===== config.mk =====
export PLATFORM = sky130hd
export DESIGN_NAME = observation_line_parser_unit
export DESIGN_NICKNAME = d
export VERILOG_FILES = /design/src/rtl/olp_pkg.sv /design/src/rtl/olp_step.sv /design/src/rtl/observation_line_parser_unit.sv
export VERILOG_INCLUDE_DIRS = /design/src /design/src/rtl
export SDC_FILE = /design/constraint.sdc
export NUM_CORES = 1
export LEC_CHECK = 0
export ABC_AREA = 1
export BUFFER_PORTS_ARGS = -buffer_cell sky130_fd_sc_hd__buf_4
export CORE_ASPECT_RATIO = 0.7
export CORE_UTILIZATION = 35
export DETAILED_ROUTE_END_ITERATION = 6
export HOLD_SLACK_MARGIN = 0.03
export PLACE_DENSITY = 0.55
export SLEW_MARGIN = 20
export SYNTH_ARGS = -nofsm -noshare
export SYNTH_HDL_FRONTEND = slang
export SYNTH_SLANG_ARGS = --single-unit
export TNS_END_PERCENT = 30

===== constraint.sdc =====
create_clock -name aclk -period 4.45 [get_ports aclk]
set_input_delay 0.6675 -clock aclk [delete_from_list [all_inputs] [get_ports aclk]]
set_output_delay 0.6675 -clock aclk [all_outputs]
set_load 0.01 [all_outputs]

===== src/rtl/observation_line_parser_unit_macros.svh =====
// ----------------------------------------------------------------------------
// Observation line parser assertion macros
// Shared concurrent assertion forms, clocked on aclk, with checks held off
// while aresetn is low.
// ----------------------------------------------------------------------------
`ifndef OBSERVATION_LINE_PARSER_UNIT_MACROS_SVH
`define OBSERVATION_LINE_PARSER_UNIT_MACROS_SVH

// Same-cycle implication.
`define OLP_ASSERT_NOW(label, cond, conseq) \
    label: assert property (@(posedge aclk) disable iff (!aresetn) \
        (cond) |-> (conseq)) else $error("olp assertion failed");

// Next-cycle implication.
`define OLP_ASSERT_NEXT(label, cond, conseq) \
    label: assert property (@(posedge aclk) disable iff (!aresetn) \
        (cond) |=> (conseq)) else $error("olp assertion failed");

`endif


===== src/rtl/olp_pkg.sv =====
// ----------------------------------------------------------------------------
// Observation line parser package
// Payload types, phase encoding, result codes and the fixed literals.
// ----------------------------------------------------------------------------
`default_nettype none

package olp_pkg;

    typedef struct packed {
        logic [7:0] char_in;
        logic       end_of_line;
    } olp_in_t;

    typedef struct packed {
        logic [1:0]         kind;
        logic [7:0]         data;
        logic signed [31:0] exit_value;
        logic [1:0]         status;
        logic               last;
    } olp_out_t;

    typedef enum logic [3:0] {
        PH_PREFIX,
        PH_TOOLLIT,
        PH_NAME,
        PH_EXITLIT,
        PH_SIGN,
        PH_FIRSTDIG,
        PH_DIGITS,
        PH_OUTLIT,
        PH_TEXT,
        PH_ESC,
        PH_CLOSED,
        PH_FAILED
    } olp_phase_t;

    // Per-line parse context that does not depend on the length bounds.
    typedef struct packed {
        olp_phase_t  phase;
        logic [3:0]  literal_index;
        logic [31:0] exit_magnitude;
        logic        exit_negative;
        logic [1:0]  fail_code;
    } olp_ctx_t;

    localparam logic [1:0] KIND_TOOL   = 2'd0;
    localparam logic [1:0] KIND_OUT    = 2'd1;
    localparam logic [1:0] KIND_STATUS = 2'd2;

    localparam logic [1:0] ST_OK        = 2'd0;
    localparam logic [1:0] ST_MALFORMED = 2'd1;
    localparam logic [1:0] ST_TOOLONG   = 2'd2;
    localparam logic [1:0] ST_OVERFLOW  = 2'd3;

    localparam logic [35:0] MAG_LIMIT = 36'd2147483647;

    localparam logic [7:0] CH_NUL       = 8'h00;
    localparam logic [7:0] CH_SPACE     = 8'h20;
    localparam logic [7:0] CH_MINUS     = 8'h2D;
    localparam logic [7:0] CH_QUOTE     = 8'h22;
    localparam logic [7:0] CH_BACKSLASH = 8'h5C;
    localparam logic [7:0] CH_ZERO      = 8'h30;
    localparam logic [7:0] CH_NINE      = 8'h39;
    localparam logic [7:0] CH_LOWER_N   = 8'h6E;
    localparam logic [7:0] CH_LOWER_R   = 8'h72;
    localparam logic [7:0] CH_LOWER_T   = 8'h74;
    localparam logic [7:0] CH_LF        = 8'h0A;
    localparam logic [7:0] CH_CR        = 8'h0D;
    localparam logic [7:0] CH_TAB       = 8'h09;

    localparam logic [8*13-1:0] LIT_PREFIX = "OBSERVATION: ";
    localparam logic [8*5-1:0]  LIT_TOOL   = "TOOL=";
    localparam logic [8*5-1:0]  LIT_EXIT   = "EXIT=";
    localparam logic [8*5-1:0]  LIT_OUT    = "OUT=\"";

    // Expected byte at position idx of the literal that the phase matches.
    function automatic logic [7:0] lit_byte(input olp_phase_t ph, input logic [3:0] idx);
        logic [7:0] b;
        b = CH_NUL;
        case (ph)
            PH_PREFIX: begin
                if (idx < 4'd13) b = LIT_PREFIX[8*(12 - int'(idx)) +: 8];
            end
            PH_TOOLLIT: begin
                if (idx < 4'd5) b = LIT_TOOL[8*(4 - int'(idx)) +: 8];
            end
            PH_EXITLIT: begin
                if (idx < 4'd5) b = LIT_EXIT[8*(4 - int'(idx)) +: 8];
            end
            PH_OUTLIT: begin
                if (idx < 4'd5) b = LIT_OUT[8*(4 - int'(idx)) +: 8];
            end
            default: b = CH_NUL;
        endcase
        return b;
    endfunction

    // Index of the final byte of the literal that the phase matches.
    function automatic logic [3:0] lit_last(input olp_phase_t ph);
        logic [3:0] n;
        case (ph)
            PH_PREFIX: n = 4'd12;
            default:   n = 4'd4;
        endcase
        return n;
    endfunction

    // Phase that follows a fully matched literal.
    function automatic olp_phase_t lit_next(input olp_phase_t ph);
        olp_phase_t n;
        case (ph)
            PH_PREFIX:  n = PH_TOOLLIT;
            PH_TOOLLIT: n = PH_NAME;
            PH_EXITLIT: n = PH_SIGN;
            PH_OUTLIT:  n = PH_TEXT;
            default:    n = PH_FAILED;
        endcase
        return n;
    endfunction

endpackage

`default_nettype wire


===== src/rtl/olp_step.sv =====
// ----------------------------------------------------------------------------
// Observation line parser step logic
// Combinational next-state and result for one byte of the line.
// ----------------------------------------------------------------------------
`default_nettype none

module olp_step
    import olp_pkg::*;
#(
    parameter int TOOL_MAX = 64,
    parameter int OUT_MAX  = 4096,
    localparam int TOOL_W  = $clog2(TOOL_MAX),
    localparam int OUT_W   = $clog2(OUT_MAX)
) (
    input  wire olp_ctx_t          ctx,
    input  wire logic [TOOL_W-1:0] tool_count,
    input  wire logic [OUT_W-1:0]  out_count,
    input  wire olp_in_t           item,
    output olp_ctx_t               ctx_next,
    output logic [TOOL_W-1:0]      tool_count_next,
    output logic [OUT_W-1:0]       out_count_next,
    output logic                   res_valid,
    output olp_out_t               res
);

    logic [7:0]  c;
    logic        eol;
    logic        is_digit;
    logic [35:0] mag_x10;
    logic        digit_ovf;
    logic        lit_hit;
    logic        lit_done;
    logic        tool_full;
    logic        out_full;
    logic [1:0]  eol_status;

    assign c         = item.char_in;
    assign eol       = item.end_of_line || (c == CH_NUL);
    assign is_digit  = (c inside {[CH_ZERO:CH_NINE]});
    // Shift-and-add times ten plus the new digit; overflow past the 31-bit limit.
    assign mag_x10   = ({4'b0, ctx.exit_magnitude} << 3) + ({4'b0, ctx.exit_magnitude} << 1)
                     + {32'b0, c[3:0]};
    assign digit_ovf = mag_x10 > MAG_LIMIT;
    assign lit_hit   = c == lit_byte(ctx.phase, ctx.literal_index);
    assign lit_done  = ctx.literal_index == lit_last(ctx.phase);
    assign tool_full = tool_count >= TOOL_W'(TOOL_MAX - 1);
    assign out_full  = out_count >= OUT_W'(OUT_MAX - 1);

    always_comb begin
        if (ctx.fail_code != ST_OK) begin
            eol_status = ctx.fail_code;
        end else if (ctx.phase == PH_CLOSED) begin
            eol_status = ST_OK;
        end else begin
            eol_status = ST_MALFORMED;
        end
    end

    always_comb begin
        ctx_next        = ctx;
        tool_count_next = tool_count;
        out_count_next  = out_count;
        res_valid       = 1'b0;
        res             = '0;

        if (eol) begin
            ctx_next        = '{phase: PH_PREFIX, default: '0};
            tool_count_next = '0;
            out_count_next  = '0;
            res_valid       = 1'b1;
            res.kind        = KIND_STATUS;
            res.status      = eol_status;
            res.last        = 1'b1;
            if (eol_status == ST_OK) begin
                res.exit_value = ctx.exit_negative ? -$signed(ctx.exit_magnitude)
                                                   : $signed(ctx.exit_magnitude);
            end
        end else begin
            case (ctx.phase)
                PH_PREFIX, PH_TOOLLIT, PH_EXITLIT, PH_OUTLIT: begin
                    if (!lit_hit) begin
                        ctx_next.phase     = PH_FAILED;
                        ctx_next.fail_code = ST_MALFORMED;
                    end else if (lit_done) begin
                        ctx_next.literal_index = '0;
                        ctx_next.phase         = lit_next(ctx.phase);
                    end else begin
                        ctx_next.literal_index = ctx.literal_index + 4'd1;
                    end
                end
                PH_NAME: begin
                    if (c == CH_SPACE) begin
                        ctx_next.phase = PH_EXITLIT;
                    end else if (tool_full) begin
                        ctx_next.phase     = PH_FAILED;
                        ctx_next.fail_code = ST_TOOLONG;
                    end else begin
                        tool_count_next = tool_count + TOOL_W'(1);
                        res_valid       = 1'b1;
                        res.kind        = KIND_TOOL;
                        res.data        = c;
                    end
                end
                PH_SIGN, PH_FIRSTDIG, PH_DIGITS: begin
                    if (is_digit) begin
                        if (digit_ovf) begin
                            ctx_next.phase     = PH_FAILED;
                            ctx_next.fail_code = ST_OVERFLOW;
                        end else begin
                            ctx_next.phase          = PH_DIGITS;
                            ctx_next.exit_magnitude = mag_x10[31:0];
                        end
                    end else if (ctx.phase == PH_SIGN && c == CH_MINUS) begin
                        ctx_next.exit_negative = 1'b1;
                        ctx_next.phase         = PH_FIRSTDIG;
                    end else if (ctx.phase == PH_DIGITS && c == CH_SPACE) begin
                        ctx_next.phase = PH_OUTLIT;
                    end else begin
                        ctx_next.phase     = PH_FAILED;
                        ctx_next.fail_code = ST_MALFORMED;
                    end
                end
                PH_TEXT: begin
                    if (c == CH_QUOTE) begin
                        ctx_next.phase = PH_CLOSED;
                    end else if (out_full) begin
                        ctx_next.phase     = PH_FAILED;
                        ctx_next.fail_code = ST_TOOLONG;
                    end else if (c == CH_BACKSLASH) begin
                        ctx_next.phase = PH_ESC;
                    end else begin
                        out_count_next = out_count + OUT_W'(1);
                        res_valid      = 1'b1;
                        res.kind       = KIND_OUT;
                        res.data       = c;
                    end
                end
                PH_ESC: begin
                    ctx_next.phase = PH_TEXT;
                    out_count_next = out_count + OUT_W'(1);
                    res_valid      = 1'b1;
                    res.kind       = KIND_OUT;
                    case (c)
                        CH_LOWER_N:             res.data = CH_LF;
                        CH_LOWER_R:             res.data = CH_CR;
                        CH_LOWER_T:             res.data = CH_TAB;
                        CH_BACKSLASH, CH_QUOTE: res.data = c;
                        default: begin
                            ctx_next.phase     = PH_FAILED;
                            ctx_next.fail_code = ST_MALFORMED;
                            out_count_next     = out_count;
                            res_valid          = 1'b0;
                            res                = '0;
                        end
                    endcase
                end
                PH_CLOSED: begin
                    ctx_next.phase     = PH_FAILED;
                    ctx_next.fail_code = ST_MALFORMED;
                end
                default: begin
                    // Failed line: swallow bytes until the end of the line.
                    if (ctx.fail_code == ST_OK) begin
                        ctx_next.phase     = PH_FAILED;
                        ctx_next.fail_code = ST_MALFORMED;
                    end
                end
            endcase
        end
    end

endmodule

`default_nettype wire


===== src/rtl/observation_line_parser_unit.sv =====
// ----------------------------------------------------------------------------
// Observation line parser unit
// Path: a byte is held in the input register, its result in the result register.
// Throughput: one byte per cycle while m_ready does not hold the result register.
// Reset: synchronous active-low aresetn empties both registers and the context.
// ----------------------------------------------------------------------------
`default_nettype none
`include "observation_line_parser_unit_macros.svh"

module observation_line_parser_unit
    import olp_pkg::*;
#(
    parameter int TOOL_MAX = 64,
    parameter int OUT_MAX  = 4096
) (
    input  wire logic    aclk,
    input  wire logic    aresetn,
    input  wire logic    s_valid,
    output logic         s_ready,
    input  wire olp_in_t s_data,
    output logic         m_valid,
    input  wire logic    m_ready,
    output olp_out_t     m_data
);

    localparam int TOOL_W = $clog2(TOOL_MAX);
    localparam int OUT_W  = $clog2(OUT_MAX);

    // The input register holds one request. It advances into the parse step
    // whenever the result register is empty or is being drained in the same
    // cycle, so a new byte can enter every cycle while results flow out.
    logic              in_valid_reg;
    olp_in_t           in_item_reg;

    // Parse context for the line currently being read.
    olp_ctx_t          ctx_reg;
    olp_ctx_t          ctx_next;
    logic [TOOL_W-1:0] tool_count_reg;
    logic [TOOL_W-1:0] tool_count_next;
    logic [OUT_W-1:0]  out_count_reg;
    logic [OUT_W-1:0]  out_count_next;

    // Result register toward the m_ channel.
    logic              out_valid_reg;
    olp_out_t          out_item_reg;

    logic              step_res_valid;
    olp_out_t          step_res;
    logic              advance;

    assign advance = in_valid_reg && (!out_valid_reg || m_ready);
    assign s_ready = !in_valid_reg || advance;
    assign m_valid = out_valid_reg;
    assign m_data  = out_item_reg;

    olp_step #(
        .TOOL_MAX (TOOL_MAX),
        .OUT_MAX  (OUT_MAX)
    ) u_step (
        .ctx             (ctx_reg),
        .tool_count      (tool_count_reg),
        .out_count       (out_count_reg),
        .item            (in_item_reg),
        .ctx_next        (ctx_next),
        .tool_count_next (tool_count_next),
        .out_count_next  (out_count_next),
        .res_valid       (step_res_valid),
        .res             (step_res)
    );

    // Control state: request valid flags and the parse context.
    always_ff @(posedge aclk) begin
        if (!aresetn) begin
            in_valid_reg   <= 1'b0;
            out_valid_reg  <= 1'b0;
            ctx_reg        <= '{phase: PH_PREFIX, default: '0};
            tool_count_reg <= '0;
            out_count_reg  <= '0;
        end else begin
            if (s_valid && s_ready) begin
                in_valid_reg <= 1'b1;
            end else if (advance) begin
                in_valid_reg <= 1'b0;
            end

            if (advance) begin
                ctx_reg        <= ctx_next;
                tool_count_reg <= tool_count_next;
                out_count_reg  <= out_count_next;
                out_valid_reg  <= step_res_valid;
            end else if (m_ready) begin
                out_valid_reg <= 1'b0;
            end
        end
    end

    // Payload registers carry no reset; their valid flags guard them.
    always_ff @(posedge aclk) begin
        if (s_valid && s_ready) begin
            in_item_reg <= s_data;
        end
        if (advance && step_res_valid) begin
            out_item_reg <= step_res;
        end
    end

    // A pending result always leaves room for a new request when nothing waits.
    `OLP_ASSERT_NOW(a_ready_when_empty, !in_valid_reg, s_ready)
    // Status results, and only they, close a line.
    `OLP_ASSERT_NOW(a_last_is_status, out_valid_reg,
        out_item_reg.last == (out_item_reg.kind == KIND_STATUS))
    // Byte results carry no exit code and no status.
    `OLP_ASSERT_NOW(a_byte_clean, out_valid_reg && !out_item_reg.last,
        out_item_reg.exit_value == 32'sd0 && out_item_reg.status == ST_OK)
    // Closing a line leaves the context back at its reset values.
    `OLP_ASSERT_NEXT(a_line_restart, advance && step_res_valid && step_res.last,
        ctx_reg.phase == PH_PREFIX && tool_count_reg == '0 && out_count_reg == '0
        && ctx_reg.fail_code == ST_OK)
    // A failed line never yields a byte result afterward.
    `OLP_ASSERT_NOW(a_failed_silent, advance && ctx_reg.phase == PH_FAILED && step_res_valid,
        step_res.last)

endmodule

`default_nettype wire

==> results of run 1 <==
==> through the flow <==
step | setup slack, ns | instances | power (µW) | hold slack, ns | area, µm²
after floorplan | 0.720 | 1341 | 1490 | 0.440 | 9120
after global placement | 0.828 | 1711 | 1610 | 0.449 | 9890
after detailed placement | 0.654 | 1711 | 1610 | 0.459 | 9890
after CTS | 0.625 | 1743 | 2980 | 0.387 | 10500
after global routing | 0.281 | 1743 | 3090 | 0.381 | 10500
final | 0.610 | 1743 | 2950 | 0.408 | 10500
==> kinds of logic after synthesis <==
logic type / synth area share
compound gates: 0.163
fa+ha+maj: 0.0977
flops: 0.316
simple gates: 0.318
buf+inv: 0.0889
xor+xnor: 0.0163
==> final cells by class <==
type,instances,share of cell area
repair buffers,65,0.0466
inverters,179,0.0645
flip-flops and latches,117,0.275
well taps,331,0.0396
clock buffers,17,0.0407
multi-input cells,1019,0.519
clock inverters,15,0.0140
==> cells in the mapped netlist (3+ instances only) <==
library cell	number	area, µm²
o21a_1	9	67.6
clkinv_1	3	11.3
xor2_1	9	78.8
o21ai_0	68	340
a31oi_1	4	25.0
o211a_1	6	60.1
nand4_1	16	100
or2_2	4	25.0
and3_1	3	18.8
nor2_4	4	45.0
clkbuf_1	16	60.1
dfxtp_1	63	1260
a31o_2	3	26.3
a21oi_1	126	631
o21ai_1	21	105
nand3_1	101	505
buf_4	4	30.0
a211oi_1	3	22.5
nand3b_1	4	30.0
nand2_2	17	106
ha_1	68	851
o21bai_1	8	60.1
nor2_2	6	37.5
xnor2_1	8	70.1
o211ai_1	4	30.0
nor2_1	160	601
nor4_1	3	18.8
nand2_1	316	1190
buf_6	3	33.8
inv_2	17	63.8
inv_1	158	593
nor3_1	22	110
edfxtp_1	54	1620
==> power breakdown <==
| group | internal [µW] | total [µW] | switching, µW |
|---|---|---|---|
| combinational | 133 | 399 | 266 |
| clock | 779 | 1360 | 578 |
| sequential | 1160 | 1200 | 38.4 |
==> routing by layer <==
layer | up-vias | global-route usage | wire [µm]
met3 | 15 | 0.0360 | 1250
li1 | 4584 | - | -
met1 | 4011 | 0.311 | 14400
met4 | 0 | 0.0464 | 215
met2 | 196 | 0.275 | 9990
met5 | - | 0 | 0
==> final timing paths <==
kind	start	endpoint	slack (ns)	cells after the start
worst max-delay path	in_item_reg[4]$_DFFE_PP_	ctx_reg[13]$_SDFFE_PN0P_	0.61	22
worst min-delay path	s_data[0]	in_item_reg[0]$_DFFE_PP_	0.41	1
worst max register to register	in_item_reg[4]$_DFFE_PP_	ctx_reg[13]$_SDFFE_PN0P_	0.61	22
worst min register to register	out_count_reg[11]$_SDFFE_PN0P_	out_count_reg[11]$_SDFFE_PN0P_	0.47	1
==> out/results.txt, run 1 <==
Top FF cell, synth = dfxtp_1
WP data arrival = 4.14 ns
Setup violators final = 0
Vias in the first global route = 7,860
Initial DRC Count = 812
Mapped Nets = 1,424
Fillers = 2,710
Final Skew = 0.00922 ns
Yosys reg bits = 117
Most frequent cells in the layout = nand2_1 (316), nor2_1 (159), inv_1 (158)
Core Util, Final = 0.408
Starting density of the core = 0.356
Area grow syn2layout = 14.8%
Power per Cell Area = 282 nW/µm²
Worst Setup Path Type = reg -> reg
Worst hold path class = in -> reg
Vias post-DR = 8,806
Area of the mapped netlist = 9120 µm²
Synth async-reset ratio = 0
Max reg flops = 45
# resized after CTS = 0
Num CTS Buffers = 17
Slew @ Worst Pin = 0.717 ns
Yosys Warn Count = 0
Area occupied by multi-input gates = 5430 µm²
Number of port buffers = 59
Slew headroom = 0.522
Synth Instances = 1,341
Die width = 195 µm
Min cycle time layout = 3.84 ns
Clk slew on worst S/H paths = 0.06 ns
Clk buf depth = 2
Die Area = 26,700 µm²
Worst stage delay on the critical path = 0.58 ns
Final-report max-slew violation count = 0
Highest Clock Rate = 0.260 GHz
Startpoint types = register
Final ANT Viol Nets = 0
Cells along the critical path = inv_1, fa_1, inv_1, fa_1, nand2_1, inv_1, nand2_1, nand2_2, nand2_1, nand2_2, nand2_1, nand2_2, nand2_1, nand2_1, nand2_1, nand2_2, nor2_4, nand4_4, o21ai_4, inv_4, o21ai_0, a21oi_1
First-pass DRT Iterations = 5
Run status = completed
Worst Path Required = 4.75 ns
Rows = 49
GRT Total Usage = 0.199
Most used cell, CP = nand2_1
Post-synth EDFFs = 54
Leakage power = 0.00495 µW
CP bufs+invs = 4
Root Buffer = clkbuf_16
First-pass GRT wire length = 41.8 mm
Vias per cell = 5.05
DRC = 0
Clk Latency, worst-skew pair = 0.44 ns
Period utilization = 0.863
Final #Nets = 1,482
Sequential-to-total area share from yosys stat = 0.316
Sink Count = 117
Setup TNS Final = 0 ns
GPL Wtd Cong = 0.906
Largest net degree at the start of global routing = 38
Seq. cell area = 2880 µm²
RSZ-0062 raised after global routing = no
Diode count = 0
Hold_buf cts = 0
# H-tree levels = 4
Boundary pin count = 60
TritonCTS clock tree = yes
Crit path max-delay cell type = fa_1
Initial antenna violation count = 0
Syn Area/Cell = 6.80 µm²
Post-synth cell types = 55
Chip height = 137 µm
Maximum capacitance violations = 0
Total gr overflow = 0
Wire per inst = 14.8 µm
Max FO, Critical Path = 37
Post-CTS setup buffers = 0
Max VDD drop = 0.267 mV
Final wirelength = 25.9 mm
Leading cell type in the layout, fill and taps excluded = nand2_1
Setup crit end kind = register
Final Hold Fails = 0
Crit path max-delay family = simple AND/OR/NAND/NOR gates
Layout cells sized above 1 = 0.115
DP HPWL = 19.8 mm
Core area = 25,600 µm²
Note: power is estimated with default switching activity, not from simulation.
==> inputs of run 2 (changes only) <==
--- a/config.mk
+++ b/config.mk
@@ -8,8 +8,10 @@
 export LEC_CHECK = 0
 export ABC_AREA = 1
 export BUFFER_PORTS_ARGS = -buffer_cell sky130_fd_sc_hd__buf_4
+export CAP_MARGIN = 20
 export CORE_ASPECT_RATIO = 0.7
 export CORE_UTILIZATION = 35
+export CTS_BUF_LIST = sky130_fd_sc_hd__clkbuf_4
 export DETAILED_ROUTE_END_ITERATION = 6
 export HOLD_SLACK_MARGIN = 0.03
 export PLACE_DENSITY = 0.55
==> out/results.txt, run 2 (synthesized netlist as in run 1, its figures left out) <==
Startpoint types = register
Setup violators final = 0 (unchanged)
Final Skew = 0.0217 ns (+0.0125 ns)
# H-tree levels = 4 (unchanged)
GPL Wtd Cong = 0.906 (unchanged)
Clk Latency, worst-skew pair = 0.59 ns (+0.15 ns)
Fillers = 2,754 (+1.6%)
Final-report max-slew violation count = 0 (unchanged)
Initial DRC Count = 826 (+1.7%)
Chip height = 137 µm (unchanged)
Final wirelength = 25.7 mm (-0.57%)
Post-CTS setup buffers = 0 (unchanged)
Min cycle time layout = 3.87 ns (+0.0297 ns)
Clk buf depth = 2 (unchanged)
Most frequent cells in the layout = nand2_1 (316), nor2_1 (159), inv_1 (158)
Worst Path Required = 4.90 ns (+0.15 ns)
Vias in the first global route = 7,837 (-0.29%)
Sink Count = 117 (unchanged)
Flop-to-flop setup slack = 0.58 ns (-0.03 ns)
Worst hold path class = in -> reg
Root Buffer = clkbuf_4
Boundary pin count = 60 (unchanged)
Largest net degree at the start of global routing = 38 (unchanged)
Worst stage delay on the critical path = 0.58 ns (about the same)
DRC = 0 (unchanged)
Total gr overflow = 0 (unchanged)
Area occupied by multi-input gates = 5430 µm² (unchanged)
Rows = 49 (unchanged)
Core area = 25,600 µm² (unchanged)
Final instance area = 10,200 µm² (-2.8%)
GRT Total Usage = 0.198 (-0.00124)
Slew @ Worst Pin = 0.737 ns (+0.0203 ns)
Final #Nets = 1,482 (unchanged)
RSZ-0062 raised after global routing = no
Post-layout total power = 2390 µW (-19%)
Cells along the critical path = inv_1, fa_1, inv_1, fa_1, nand2_1, inv_1, nand2_1, nand2_2, nand2_1, nand2_2, nand2_1, nand2_2, nand2_1, nand2_1, nand2_1, nand2_2, nor2_4, nand4_4, o21ai_4, inv_4, o21ai_0, a21oi_1
Max VDD drop = 0.140 mV (-48%)
Leading cell type in the layout, fill and taps excluded = nand2_1
Area after DPL = 9890 µm² (unchanged)
Die width = 195 µm (unchanged)
Run status = completed
Seq. cell area = 2880 µm² (unchanged)
Wire per inst = 14.8 µm (-0.63%)
Number of port buffers = 59 (unchanged)
Layout cells sized above 1 = 0.115 (unchanged)
Die Area = 26,700 µm² (unchanged)
Maximum capacitance violations = 0 (unchanged)
# resized after CTS = 0 (unchanged)
Starting density of the core = 0.356 (unchanged)
Setup crit end kind = register
WP data arrival = 4.32 ns (+0.18 ns)
Clk slew on worst S/H paths = 0.13 ns (+0.07 ns)
Fin Hold WS = 0.246 ns (-0.162 ns)
Most used cell, CP = nand2_1
Area grow syn2layout = 11.5%
Final ANT Viol Nets = 0 (unchanged)
Hold_buf cts = 0 (unchanged)
Worst Setup Path Type = reg -> reg
Vias post-DR = 8,828 (+0.25%)
Power per Cell Area = 235 nW/µm² (-17%)
Slew headroom = 0.508 (-0.0136)
Setup TNS Final = 0 ns (unchanged)
DP HPWL = 19.8 mm (unchanged)
Num CTS Buffers = 17 (unchanged)
Vias per cell = 5.06 (+0.19%)
Initial antenna violation count = 1 (+1)
Max reg flops = 45 (unchanged)
First-pass GRT wire length = 41.6 mm (-0.48%)
Crit path max-delay cell type = fa_1
Highest Clock Rate = 0.258 GHz (-0.77%)
Period utilization = 0.870 (+0.00667)
TritonCTS clock tree = yes
Final Hold Fails = 0 (unchanged)
Max FO, Critical Path = 37 (unchanged)
First-pass DRT Iterations = 5 (unchanged)
Leakage power = 0.00482 µW (-2.6%)
run 2: changes by cell type in the layout (fill, tap and decap cells not counted), sizes merged:
cell / change
diode: +1
run 2: layer usage:
layer,GRT usage,share of wire,vias to the layer above
met4,0.0446,0.0078,0
li1,-,-,4582
met2,0.273,0.38,225
met1,0.311,0.55,4008
met3,0.0333,0.054,13
met5,0,0,-
run 2: cell type report:
class	count	share of cell area
diodes	1	0.000246
clock buffers	17	0.0126
clock inverters	15	0.0144
inverters	179	0.0663
multi-input cells	1019	0.534
flip-flops and latches	117	0.283
well taps	331	0.0407
repair buffers	65	0.0480
run 2: path summary, 6_finish.rpt:
path,depth (start not counted),from,endpoint
worst max-delay path,22,in_item_reg[4]$_DFFE_PP_,ctx_reg[12]$_SDFFE_PN0P_
worst min-delay path,1,s_data[0],in_item_reg[0]$_DFFE_PP_
worst min register to register,2,tool_count_reg[5]$_SDFFE_PN0P_,tool_count_reg[5]$_SDFFE_PN0P_
worst max register to register,22,in_item_reg[4]$_DFFE_PP_,ctx_reg[12]$_SDFFE_PN0P_
run 2: worst max-delay path, delay by kind of cell (launching register included):
kind            cells  cell delay, ns
buf+inv             4            0.58
flops               1            0.44
simple gates       13            1.05
fa+ha+maj           2            1.02
compound gates      3            0.63
run 2: where the power goes:
part / total (µW) / internal (µW) / switching (µW)
Combinational: 399 / 133 / 266
Sequential: 1190 / 1160 / 38.0
Clock: 797 / 289 / 508
Total: 2390 / 1580 / 812
run 2: per-stage QoR:
step,setup slack (ns),instances,util
after floorplan,0.720,1341,-
final,0.580,1744,0.397
after CTS,0.618,1743,0.397
after global placement,0.828,1711,0.386
after detailed placement,0.654,1711,0.386
after global routing,0.262,1744,0.397
